### src/rtl/lfws_pkg.sv
// ============================================================================
// lfws_pkg
// Types, constants and helpers shared by the wheel speed controller modules.
// ============================================================================
package lfws_pkg;

  // Digit-serial multiplier geometry: 32-bit magnitudes, 4-bit digits.
  localparam int MUL_W   = 32;
  localparam int DIGIT_W = 4;
  localparam int STEPS   = MUL_W / DIGIT_W;
  localparam int STEP_W  = $clog2(STEPS);
  localparam int SUM_W   = MUL_W + DIGIT_W;
  localparam int PROD_W  = 2 * MUL_W;

  // Configuration register indexes.
  localparam logic [2:0] REG_DEV_WEIGHT    = 3'd0;
  localparam logic [2:0] REG_GROWTH_WEIGHT = 3'd1;
  localparam logic [2:0] REG_SLOPE_WEIGHT  = 3'd2;
  localparam logic [2:0] REG_BETA_LIMIT    = 3'd3;
  localparam logic [2:0] REG_NEAR_GAIN     = 3'd4;
  localparam logic [2:0] REG_FAR_GAIN      = 3'd5;
  localparam logic [2:0] REG_MIN_SPEED     = 3'd6;
  localparam logic [2:0] REG_MAX_SPEED     = 3'd7;

  // Function codes carried with each frame.
  localparam logic [1:0] FUNC_FOLLOW      = 2'd0;
  localparam logic [1:0] FUNC_SPRAY_STOP  = 2'd1;
  localparam logic [1:0] FUNC_SPRAY_REV   = 2'd2;
  localparam logic [1:0] FUNC_SPRAY_FWD   = 2'd3;

  localparam logic signed [7:0] REVERSE_SPEED = -8'sd10;

  typedef enum logic [3:0] {
    ST_IDLE,
    ST_EXTRA,
    ST_TERM,
    ST_P2,
    ST_P4,
    ST_P5,
    ST_DRIVE,
    ST_SUM,
    ST_CLAMP,
    ST_OUT
  } lfws_state_t;

  // Saturate a 33-bit signed sum to signed 32 bits.
  function automatic logic signed [31:0] sat33(input logic signed [32:0] v);
    logic signed [31:0] r;
    if (v[32] != v[31]) begin
      r = v[32] ? 32'sh8000_0000 : 32'sh7fff_ffff;
    end else begin
      r = v[31:0];
    end
    return r;
  endfunction

endpackage

### src/rtl/lfws_mul.sv
// ============================================================================
// lfws_mul
// Digit-serial Q-format multiplier with truncation toward zero and saturation.
// ============================================================================
module lfws_mul
  import lfws_pkg::*;
#(
  parameter int FRAC_BITS = 16
) (
  input  logic               clk,
  input  logic               rst,
  input  logic               start,
  input  logic signed [31:0] a,
  input  logic signed [31:0] b,
  output logic               done,
  output logic signed [31:0] res
);

  logic [MUL_W-1:0]  a_mag;
  logic [PROD_W-1:0] prod;
  logic              neg;
  logic [STEP_W-1:0] cnt;
  logic              run;
  logic              fin;

  logic [SUM_W-1:0]  step_sum;
  logic [MUL_W-1:0]  q;
  logic              hi_nz;
  logic signed [31:0] sat_res;

  // One digit of the shifted multiplier operand is consumed per cycle.
  assign step_sum = SUM_W'(prod[PROD_W-1:MUL_W])
                  + SUM_W'(a_mag) * SUM_W'(prod[DIGIT_W-1:0]);

  // Shift the magnitude down by FRAC_BITS; magnitude truncation is
  // truncation toward zero of the signed product.
  assign q     = prod[FRAC_BITS +: MUL_W];
  assign hi_nz = |prod[PROD_W-1:FRAC_BITS+MUL_W];

  always_comb begin
    if (neg) begin
      if (hi_nz || (q[MUL_W-1] && (|q[MUL_W-2:0]))) begin
        sat_res = 32'sh8000_0000;
      end else begin
        sat_res = $signed(32'd0 - q);
      end
    end else begin
      if (hi_nz || q[MUL_W-1]) begin
        sat_res = 32'sh7fff_ffff;
      end else begin
        sat_res = $signed(q);
      end
    end
  end

  always_ff @(posedge clk) begin
    if (rst) begin
      run  <= 1'b0;
      fin  <= 1'b0;
      done <= 1'b0;
      cnt  <= '0;
    end else begin
      done <= 1'b0;
      if (start) begin
        run <= 1'b1;
        fin <= 1'b0;
        cnt <= '0;
      end else if (run) begin
        cnt <= cnt + 1'b1;
        if (cnt == STEP_W'(STEPS - 1)) begin
          run <= 1'b0;
          fin <= 1'b1;
        end
      end else if (fin) begin
        fin  <= 1'b0;
        done <= 1'b1;
      end
    end
  end

  always_ff @(posedge clk) begin
    if (start) begin
      a_mag <= a[31] ? (32'd0 - a) : a;
      prod  <= {{MUL_W{1'b0}}, (b[31] ? (32'd0 - b) : b)};
      neg   <= a[31] ^ b[31];
    end else if (run) begin
      prod <= {step_sum, prod[MUL_W-1:DIGIT_W]};
    end
    if (fin) begin
      res <= sat_res;
    end
  end

endmodule

### src/rtl/lfws_spd.sv
// ============================================================================
// lfws_spd
// Clamps a fixed-point wheel value to the speed range and truncates it.
// ============================================================================
module lfws_spd
  import lfws_pkg::*;
#(
  parameter int FRAC_BITS = 16,
  parameter int SW        = 34
) (
  input  logic signed [SW-1:0] v,
  input  logic signed [7:0]    min_speed,
  input  logic signed [7:0]    max_speed,
  output logic signed [7:0]    speed
);

  logic signed [SW-1:0] lo;
  logic signed [SW-1:0] hi;
  logic signed [SW-1:0] vc;
  logic signed [SW-1:0] q;
  logic signed [SW-1:0] qr;
  logic                 round_up;

  assign lo = $signed({{(SW-8){min_speed[7]}}, min_speed}) <<< FRAC_BITS;
  assign hi = $signed({{(SW-8){max_speed[7]}}, max_speed}) <<< FRAC_BITS;

  // The upper bound is applied last, so it wins when the bounds cross.
  always_comb begin
    vc = v;
    if (vc < lo) begin
      vc = lo;
    end
    if (vc > hi) begin
      vc = hi;
    end
  end

  assign q        = vc >>> FRAC_BITS;
  assign round_up = vc[SW-1] & (|vc[FRAC_BITS-1:0]);
  assign qr       = q + $signed({{(SW-1){1'b0}}, round_up});
  assign speed    = qr[7:0];

endmodule

### src/rtl/line_follow_wheel_speed.sv
// ============================================================================
// line_follow_wheel_speed
// Turns the line slope and lateral deviation of each camera frame into left
// and right wheel speed commands.
// ============================================================================
//
//  Channel  Direction  Beat contents
//  -------  ---------  -----------------------------------------------------
//  s_*      in         tdata: slope, deviation; tuser: invalid, func
//  m_*      out        tdata: left_speed, right_speed
//  cfg_*    in         one register write per cycle with cfg_we high
//
// A valid frame runs five or six multiplies through one digit-serial
// multiplier that consumes a 4-bit digit per cycle: five in far mode or
// without the growth term, six in near mode with the growth term. An
// invalid frame skips the multiplies and goes straight to the output
// state. The shared multiplier sets the rate: one frame is processed at
// a time and s_tready is high only in idle. The output beat sits in its
// own register, so a new frame is taken while the previous result waits
// for m_tready. Reset is synchronous and active high; it restores the
// register defaults and clears the held speeds and the last deviation.
//
module line_follow_wheel_speed
  import lfws_pkg::*;
#(
  parameter int FRAC_BITS = 16
) (
  input  logic        clk,
  input  logic        rst,

  input  logic        s_tvalid,
  output logic        s_tready,
  input  logic [63:0] s_tdata,   // [31:0] slope, [63:32] deviation
  input  logic [2:0]  s_tuser,   // [0] invalid, [2:1] func

  output logic        m_tvalid,
  input  logic        m_tready,
  output logic [15:0] m_tdata,   // [7:0] left_speed, [15:8] right_speed

  input  logic        cfg_we,
  input  logic [2:0]  cfg_addr,
  input  logic [31:0] cfg_wdata
);

  // Width of the speed sums: the midpoint scaled by the fraction plus a
  // full 32-bit drive term.
  localparam int SW = ((FRAC_BITS + 10) > 34) ? (FRAC_BITS + 10) : 34;
  localparam logic signed [31:0] ONE_Q  = 32'(64'd1 << FRAC_BITS);
  localparam logic        [30:0] BETA_1 = 31'(64'd1 << FRAC_BITS);

  // Configuration registers.
  logic signed [31:0] dev_weight;
  logic signed [31:0] growth_weight;
  logic signed [31:0] slope_weight;
  logic        [30:0] beta_limit;
  logic signed [31:0] near_gain;
  logic signed [31:0] far_gain;
  logic signed [7:0]  min_speed;
  logic signed [7:0]  max_speed;

  // Frame state kept across frames.
  logic signed [31:0] last_deviation;
  logic signed [7:0]  held_left;
  logic signed [7:0]  held_right;

  // Working registers of the current frame.
  lfws_state_t        state;
  lfws_state_t        state_next;
  logic               go;
  logic               go_next;
  logic signed [31:0] slope_r;
  logic signed [31:0] dev_r;
  logic signed [31:0] diff_r;
  logic [1:0]         func_r;
  logic               near_r;
  logic signed [31:0] extra;
  logic signed [31:0] u;
  logic signed [31:0] p;
  logic signed [SW-1:0] vl;
  logic signed [SW-1:0] vr;
  logic signed [7:0]  left_speed;
  logic signed [7:0]  right_speed;

  // Input beat decode.
  logic signed [31:0] slope_in;
  logic signed [31:0] dev_in;
  logic               invalid_in;
  logic [1:0]         func_in;
  logic signed [31:0] diff_in;
  logic signed [32:0] slope_x;
  logic signed [32:0] beta_x;
  logic               near_in;
  logic               extra_in;
  logic               accept;
  logic               out_load;

  // Multiplier connection.
  logic signed [31:0] mul_a;
  logic signed [31:0] mul_b;
  logic               mul_done;
  logic signed [31:0] mul_res;

  // Speed path.
  logic signed [8:0]    mid_sum;
  logic signed [SW-1:0] mid;
  logic signed [SW-1:0] drive_x;
  logic signed [7:0]    conv_left;
  logic signed [7:0]    conv_right;

  assign slope_in   = s_tdata[31:0];
  assign dev_in     = s_tdata[63:32];
  assign invalid_in = s_tuser[0];
  assign func_in    = s_tuser[2:1];

  assign s_tready = (state == ST_IDLE);
  assign accept   = s_tvalid & s_tready;
  assign out_load = (state == ST_OUT) & (~m_tvalid | m_tready);

  // Near mode holds while the slope lies strictly inside the band.
  assign slope_x = {slope_in[31], slope_in};
  assign beta_x  = {2'b00, beta_limit};
  assign near_in = (slope_x > -beta_x) && (slope_x < beta_x);

  // The growth term applies only while the deviation moves further out.
  assign diff_in  = sat33({dev_in[31], dev_in} - {last_deviation[31], last_deviation});
  assign extra_in = ((~dev_in[31] & (|dev_in)) && (~diff_in[31] & (|diff_in)))
                  || (dev_in[31] && diff_in[31]);

  // Configuration writes.
  always_ff @(posedge clk) begin
    if (rst) begin
      dev_weight    <= ONE_Q;
      growth_weight <= '0;
      slope_weight  <= ONE_Q;
      beta_limit    <= BETA_1;
      near_gain     <= '0;
      far_gain      <= '0;
      min_speed     <= '0;
      max_speed     <= '0;
    end else if (cfg_we) begin
      case (cfg_addr)
        REG_DEV_WEIGHT:    dev_weight    <= cfg_wdata;
        REG_GROWTH_WEIGHT: growth_weight <= cfg_wdata;
        REG_SLOPE_WEIGHT:  slope_weight  <= cfg_wdata;
        REG_BETA_LIMIT:    beta_limit    <= cfg_wdata[30:0];
        REG_NEAR_GAIN:     near_gain     <= cfg_wdata;
        REG_FAR_GAIN:      far_gain      <= cfg_wdata;
        REG_MIN_SPEED:     min_speed     <= cfg_wdata[7:0];
        REG_MAX_SPEED:     max_speed     <= cfg_wdata[7:0];
        default: ;
      endcase
    end
  end

  // Sequencer state register.
  always_ff @(posedge clk) begin
    if (rst) begin
      state <= ST_IDLE;
      go    <= 1'b0;
    end else begin
      state <= state_next;
      go    <= go_next;
    end
  end

  // Each multiply state launches the multiplier once on entry and waits
  // for its done pulse.
  always_comb begin
    state_next = state;
    go_next    = 1'b0;
    case (state)
      ST_IDLE: begin
        if (accept) begin
          if (invalid_in) begin
            state_next = ST_OUT;
          end else if (near_in && extra_in) begin
            state_next = ST_EXTRA;
            go_next    = 1'b1;
          end else begin
            state_next = ST_TERM;
            go_next    = 1'b1;
          end
        end
      end
      ST_EXTRA: begin
        if (mul_done) begin
          state_next = ST_TERM;
          go_next    = 1'b1;
        end
      end
      ST_TERM: begin
        if (mul_done) begin
          state_next = ST_P2;
          go_next    = 1'b1;
        end
      end
      ST_P2: begin
        if (mul_done) begin
          state_next = ST_P4;
          go_next    = 1'b1;
        end
      end
      ST_P4: begin
        if (mul_done) begin
          state_next = ST_P5;
          go_next    = 1'b1;
        end
      end
      ST_P5: begin
        if (mul_done) begin
          state_next = ST_DRIVE;
          go_next    = 1'b1;
        end
      end
      ST_DRIVE: begin
        if (mul_done) begin
          state_next = ST_SUM;
        end
      end
      ST_SUM:   state_next = ST_CLAMP;
      ST_CLAMP: state_next = ST_OUT;
      ST_OUT: begin
        if (out_load) begin
          state_next = ST_IDLE;
        end
      end
      default: state_next = ST_IDLE;
    endcase
  end

  // Operand selection for the shared multiplier.
  always_comb begin
    mul_a = p;
    mul_b = u;
    case (state)
      ST_EXTRA: begin
        mul_a = growth_weight;
        mul_b = diff_r;
      end
      ST_TERM: begin
        mul_a = near_r ? dev_weight : slope_weight;
        mul_b = near_r ? dev_r : slope_r;
      end
      ST_P2: begin
        mul_a = u;
        mul_b = u;
      end
      ST_P4: begin
        mul_a = p;
        mul_b = p;
      end
      ST_P5: begin
        mul_a = p;
        mul_b = u;
      end
      ST_DRIVE: begin
        mul_a = near_r ? near_gain : far_gain;
        mul_b = p;
      end
      default: begin
        mul_a = p;
        mul_b = u;
      end
    endcase
  end

  lfws_mul #(
    .FRAC_BITS (FRAC_BITS)
  ) u_mul (
    .clk   (clk),
    .rst   (rst),
    .start (go),
    .a     (mul_a),
    .b     (mul_b),
    .done  (mul_done),
    .res   (mul_res)
  );

  // Midpoint of the speed range, in the fixed-point scale.
  assign mid_sum = {min_speed[7], min_speed} + {max_speed[7], max_speed};
  assign mid     = $signed({{(SW-9){mid_sum[8]}}, mid_sum}) <<< (FRAC_BITS - 1);
  assign drive_x = $signed({{(SW-32){p[31]}}, p});

  lfws_spd #(
    .FRAC_BITS (FRAC_BITS),
    .SW        (SW)
  ) u_spd_left (
    .v         (vl),
    .min_speed (min_speed),
    .max_speed (max_speed),
    .speed     (conv_left)
  );

  lfws_spd #(
    .FRAC_BITS (FRAC_BITS),
    .SW        (SW)
  ) u_spd_right (
    .v         (vr),
    .min_speed (min_speed),
    .max_speed (max_speed),
    .speed     (conv_right)
  );

  // Frame state: only a valid frame updates it, whatever the function code.
  always_ff @(posedge clk) begin
    if (rst) begin
      last_deviation <= '0;
      held_left      <= '0;
      held_right     <= '0;
    end else begin
      if (state == ST_SUM) begin
        last_deviation <= dev_r;
      end
      if (state == ST_CLAMP) begin
        held_left  <= conv_left;
        held_right <= conv_right;
      end
    end
  end

  // Datapath registers of the current frame.
  always_ff @(posedge clk) begin
    if (accept) begin
      slope_r <= slope_in;
      dev_r   <= dev_in;
      diff_r  <= diff_in;
      func_r  <= func_in;
      near_r  <= near_in;
      extra   <= '0;
    end
    if (mul_done) begin
      case (state)
        ST_EXTRA: extra <= mul_res;
        ST_TERM: begin
          if (near_r) begin
            u <= sat33({extra[31], extra} + {mul_res[31], mul_res});
          end else begin
            u <= sat33(33'sd0 - {mul_res[31], mul_res});
          end
        end
        ST_P2, ST_P4, ST_P5, ST_DRIVE: p <= mul_res;
        default: ;
      endcase
    end
    if (state == ST_SUM) begin
      vl <= mid + drive_x;
      vr <= mid - drive_x;
    end
  end

  // Output register. The held speeds are the result of the last valid
  // frame, which is this frame's result unless it was marked invalid.
  always_ff @(posedge clk) begin
    if (rst) begin
      m_tvalid <= 1'b0;
    end else if (out_load) begin
      m_tvalid <= 1'b1;
    end else if (m_tready) begin
      m_tvalid <= 1'b0;
    end
  end

  always_ff @(posedge clk) begin
    if (out_load) begin
      case (func_r)
        FUNC_SPRAY_STOP: begin
          left_speed  <= '0;
          right_speed <= '0;
        end
        FUNC_SPRAY_REV: begin
          left_speed  <= REVERSE_SPEED;
          right_speed <= REVERSE_SPEED;
        end
        FUNC_FOLLOW, FUNC_SPRAY_FWD: begin
          left_speed  <= held_left;
          right_speed <= held_right;
        end
        default: begin
          left_speed  <= held_left;
          right_speed <= held_right;
        end
      endcase
    end
  end

  assign m_tdata = {right_speed, left_speed};

endmodule
### config.mk
export PLATFORM = sky130hd
export DESIGN_NAME = line_follow_wheel_speed
export DESIGN_NICKNAME = d
export VERILOG_FILES = /design/src/rtl/lfws_pkg.sv /design/src/rtl/lfws_mul.sv /design/src/rtl/lfws_spd.sv /design/src/rtl/line_follow_wheel_speed.sv
export SDC_FILE = /design/constraint.sdc
export NUM_CORES = 2
export LEC_CHECK = 0
export BUFFER_PORTS_ARGS = -buffer_cell sky130_fd_sc_hd__buf_4
export CORE_MARGIN = 2
export CORE_UTILIZATION = 46
export DETAILED_ROUTE_END_ITERATION = 12
export PLACE_DENSITY = 0.67
export REMOVE_ABC_BUFFERS = 1
export SYNTH_ARGS = -nofsm -noshare
export SYNTH_HDL_FRONTEND = slang
export SYNTH_SLANG_ARGS = --single-unit
### constraint.sdc
create_clock -name clk -period 14.37 [get_ports clk]
set_input_delay 2.874 -clock clk [delete_from_list [all_inputs] [get_ports clk]]
set_output_delay 2.874 -clock clk [all_outputs]
set_load 0.01 [all_outputs]
==> impl_metrics.ini <==
[global_routing]
grt_util_all_layers_pct = 26.9
grt_max_degree = 93
wire_length_of_the_first_global_routing_pass_um = 198000
via_count_of_the_first_global_routing_pass = 33400
antenna_found_initial = 0
grt_overflow_total = 0

[routing]
dr.first_iter.drc_count = 3572
vias = 35500
drt-pass1-iter-count = 9
avgViaCountPerCell = 5.87
route.antenna.remaining_nets = 0
drt-wirelength-per-cell_um = 21.6
drt_drc_violations_left = 0
finalWirelength_um = 130000

[yosys]
post_synth.cell_area_avg_um2 = 9.10
postSynth.topFlopCell = edfxtp_1
synthesis.yosys.warnings = 0
yosys_register_bits = 672
synth-seq-area-share_pct = 39.3
ys_types = 101
post_synth_design_cell_area_um2 = 42900
ys_async_sr_fraction_pct = 0
synth_enable_flop_cells = 341
syn_inst = 4719

[clocking]
cts.clk_slew.worst_paths_ns = 0.06
cell_chosen_for_the_clock_root = clkbuf_16
cts_tree = done
cts_sinks = 672
cts_made_buffers = 76
postCtsHoldBufs = 0
clock_tree.htree_level_count = 3
clock_latency_late_sink_ns = 0.64
cts_post_setup_buffers_inserted = 0
clock_path_buffers = 3
post_cts_resize_count = 0

[critical_path]
worstPathRequired_ns = 14.87
crit_path_max_fanout = 30
critical_path_arrival_ns = 8.60
crit_path_top_delay_cell = ha_1
slowest_delay_ns = 0.84
critical_path.cell_chain = buf_4 -> ha_1 -> nor2b_1 -> o21ai_0 -> o221ai_1 -> a221oi_1 -> a21oi_1 -> a21boi_0 -> o21ai_0 -> a21o_1 -> a21o_1 -> a21o_1 -> xor2_1 -> ha_1 -> clkinv_1 -> o31a_1 -> a2111oi_0 -> a41o_1 -> o21ai_0
r2r.worst_path.cells = 24
startpoint_type = input port
rr_startpoint = min_speed[7]$_SDFFE_PP0P_
timing.critical_path.to_type = flop
worstReg2RegEnd = held_left[6]$_SDFFE_PP0P_
reg2reg_setup_slack_ns = 7.66
critical_path_class = input port to flop

[run_status]
outcome = finished clean

[layout]
top_register = u_mul.prod
final_cell_mix = nand2_1 (833), a21oi_1 (497), edfxtp_1 (341)
nets = 5230
n_fill_cell = 8599
largest_register_ff_count = 64
layout.area.seq_um2 = 16900
mostFrequentLayoutCell = nand2_1
drive_gt1_share_pct = 7.97
layout_top_registers = u_mul.prod (64), vl (33)
syn_to_final_growth_pct = 10.3
multi_input_combinational_cell_area_um2 = 24200
antenna_cells = 0

[flow_run]
maxCapViolCount = 0

[placed_design]
dpl.hpwl_um = 96900
io_buffers = 124
final_weighted_congestion_in_routability_driven_placement = 0.961
post-place-ws_ns = 5.81

[sta]
report.final.slew_viol_count = 0
finalCritPeriodShare_pct = 56.4
finClkSkew_ns = 0.0195
setup_repair_after_global_routing_missed_its_margin = no
setup_tns_ns = 0
max_slew_margin_pct = 22.9
highest_clock_rate_mhz = 123
max_slew.worst_pin.slew_ns = 1.16
hold_viol_final = 0
report.final.setup_viol = 0
worst_slack_ns = 6.27
final.min_clock_period_ns = 8.10

[worst_hold_path]
worstHoldPathCells = 2
timing.hold.worst.class = flop to flop
hold_end = growth_weight[31]$_SDFFE_PP0P_
worstHoldStart = growth_weight[31]$_SDFFE_PP0P_

[pwr]
power.total_mw = 7.41
clock_power_share_pct = 26.1
internal_power_mw = 4.58
power_per_unit_of_standard_cell_area_nw_per_um2 = 156
p_switching_mw = 2.83
vdd_drop_max_uv = 149
pwr-share-comb_pct = 40.9
switching_share_pct = 38.2
power.leakage_nw = 18.5
power_frac_seq_pct = 33.0

[floorplanning]
pin_count = 125
core_rows = 112
dieArea_um2 = 95800
floorplan.core_area_um2 = 92900
initial_utilization_pct = 46.2
die_height_um = 310
dieWidth_um = 310
[power by group through the flow]
stage          Combinational (mW)  Clock [mW]  Sequential, mW
2_1_floorplan                2.13           0            2.47
3_3_place_gp                 2.95           0            2.48
3_5_place_dp                 2.98           0            2.48
4_1_cts                      3.00        1.95            2.45
5_1_grt                      3.35        2.02            2.47
6_report                     3.03        1.93            2.45
[worst max-delay path, delay by kind of cell]
family          cells  cell delay, ns
fa+ha+maj           2            1.12
compound gates     13            3.66
xor+xnor            1            0.15
simple gates        1            0.12
buf+inv             2            0.66
[per-layer routing]
| layer | wire, um | global-route usage (%) | up-vias | share of wire [%] |
|---|---|---|---|---|
| met5 | 85 | 0.657 | - | 0.065 |
| met4 | 5880 | 11.3 | 2 | 4.5 |
| met3 | 10400 | 4.43 | 262 | 7.9 |
| met2 | 58800 | 42.4 | 1379 | 45 |
| met1 | 55300 | 36.6 | 17000 | 42 |
| li1 | - | - | 16800 | - |
[stage by stage]
| step | util, % | std cells | hold slack (ns) | instance area [um2] |
|---|---|---|---|---|
| 2_1_floorplan | - | 4486 | 0.426 | 42000 |
| 3_3_place_gp | 48.4 | 5909 | 0.439 | 44900 |
| 3_5_place_dp | 48.4 | 5909 | 0.443 | 44900 |
| 4_1_cts | 51.0 | 6048 | 0.451 | 47400 |
| 5_1_grt | 51.0 | 6048 | 0.468 | 47400 |
| 6_report | 51.0 | 6048 | 0.452 | 47400 |
[logic make-up (layout without fill, tap and decap cells)]
group                      after synthesis  after routing  share of synthesized area, %
adders and majority gates              390            390                          13.0
DFF                                    672            672                          39.3
muxes                                  165            165                          3.95
buffers and inverters                  496            571                          4.52
and+or+nand+nor                       1543           1543                          16.5
AOI/OAI and AO/OA                     1199           1199                          17.6
xor gates and xnor gates               254            254                          5.18
[how the worst max path moves through the flow]
| stage | endpoint | startpoint | cells after the start |
|---|---|---|---|
| 6_report | state[0]$_SDFFE_PP0P_ | s_tdata[33] | 19 |
| 5_1_grt | state[0]$_SDFFE_PP0P_ | s_tdata[33] | 21 |
| 3_3_place_gp | state[0]$_SDFFE_PP0P_ | s_tdata[33] | 19 |
| 4_1_cts | state[0]$_SDFFE_PP0P_ | s_tdata[33] | 19 |
| 2_1_floorplan | state[0]$_SDFFE_PP0P_ | s_tdata[37] | 18 |
| 3_5_place_dp | state[0]$_SDFFE_PP0P_ | s_tdata[33] | 19 |
[layout make-up]
type	instances	area share, %
clock buffer	116	4.77
multi-input combinational	3551	51.1
inverter	263	2.09
timing repair buffer	169	2.69
tap	1254	3.31
clock inverter	23	0.415
sequential	672	35.6
[synth_stat cells (all sizes together) (10+ instances only)]
master | number | area share, %
nand2 | 834 | 7.3
a21oi | 497 | 5.8
edfxtp | 341 | 24
dfxtp | 331 | 15
ha | 295 | 8.6
inv | 260 | 2.3
nor2 | 228 | 2.0
clkbuf | 181 | 1.6
o21ai | 181 | 2.1
xnor2 | 177 | 3.6
mux2i | 130 | 3.0
a21o | 100 | 1.7
fa | 95 | 4.4
xor2 | 77 | 1.6
nor3 | 72 | 0.85
a22o | 68 | 1.4
and2 | 57 | 0.84
nor4 | 56 | 0.94
nand3 | 55 | 0.66
buf | 52 | 0.62
o22ai | 44 | 0.64
nand4 | 43 | 0.63
a22oi | 38 | 0.66
or3 | 36 | 0.52
mux2 | 35 | 0.92
nand2b | 32 | 0.48
nor2b | 32 | 0.47
a31oi | 30 | 0.44
o21bai | 29 | 0.53
o311ai | 27 | 0.55
o21a | 24 | 0.42
a221oi | 19 | 0.40
a211oi | 18 | 0.31
or4 | 18 | 0.33
or2 | 17 | 0.25
and3 | 16 | 0.23
o221ai | 13 | 0.27
o31ai | 13 | 0.24
a221o | 12 | 0.28
a211o | 11 | 0.22
nor3b | 10 | 0.19
(Power assumes the default switching activity.)
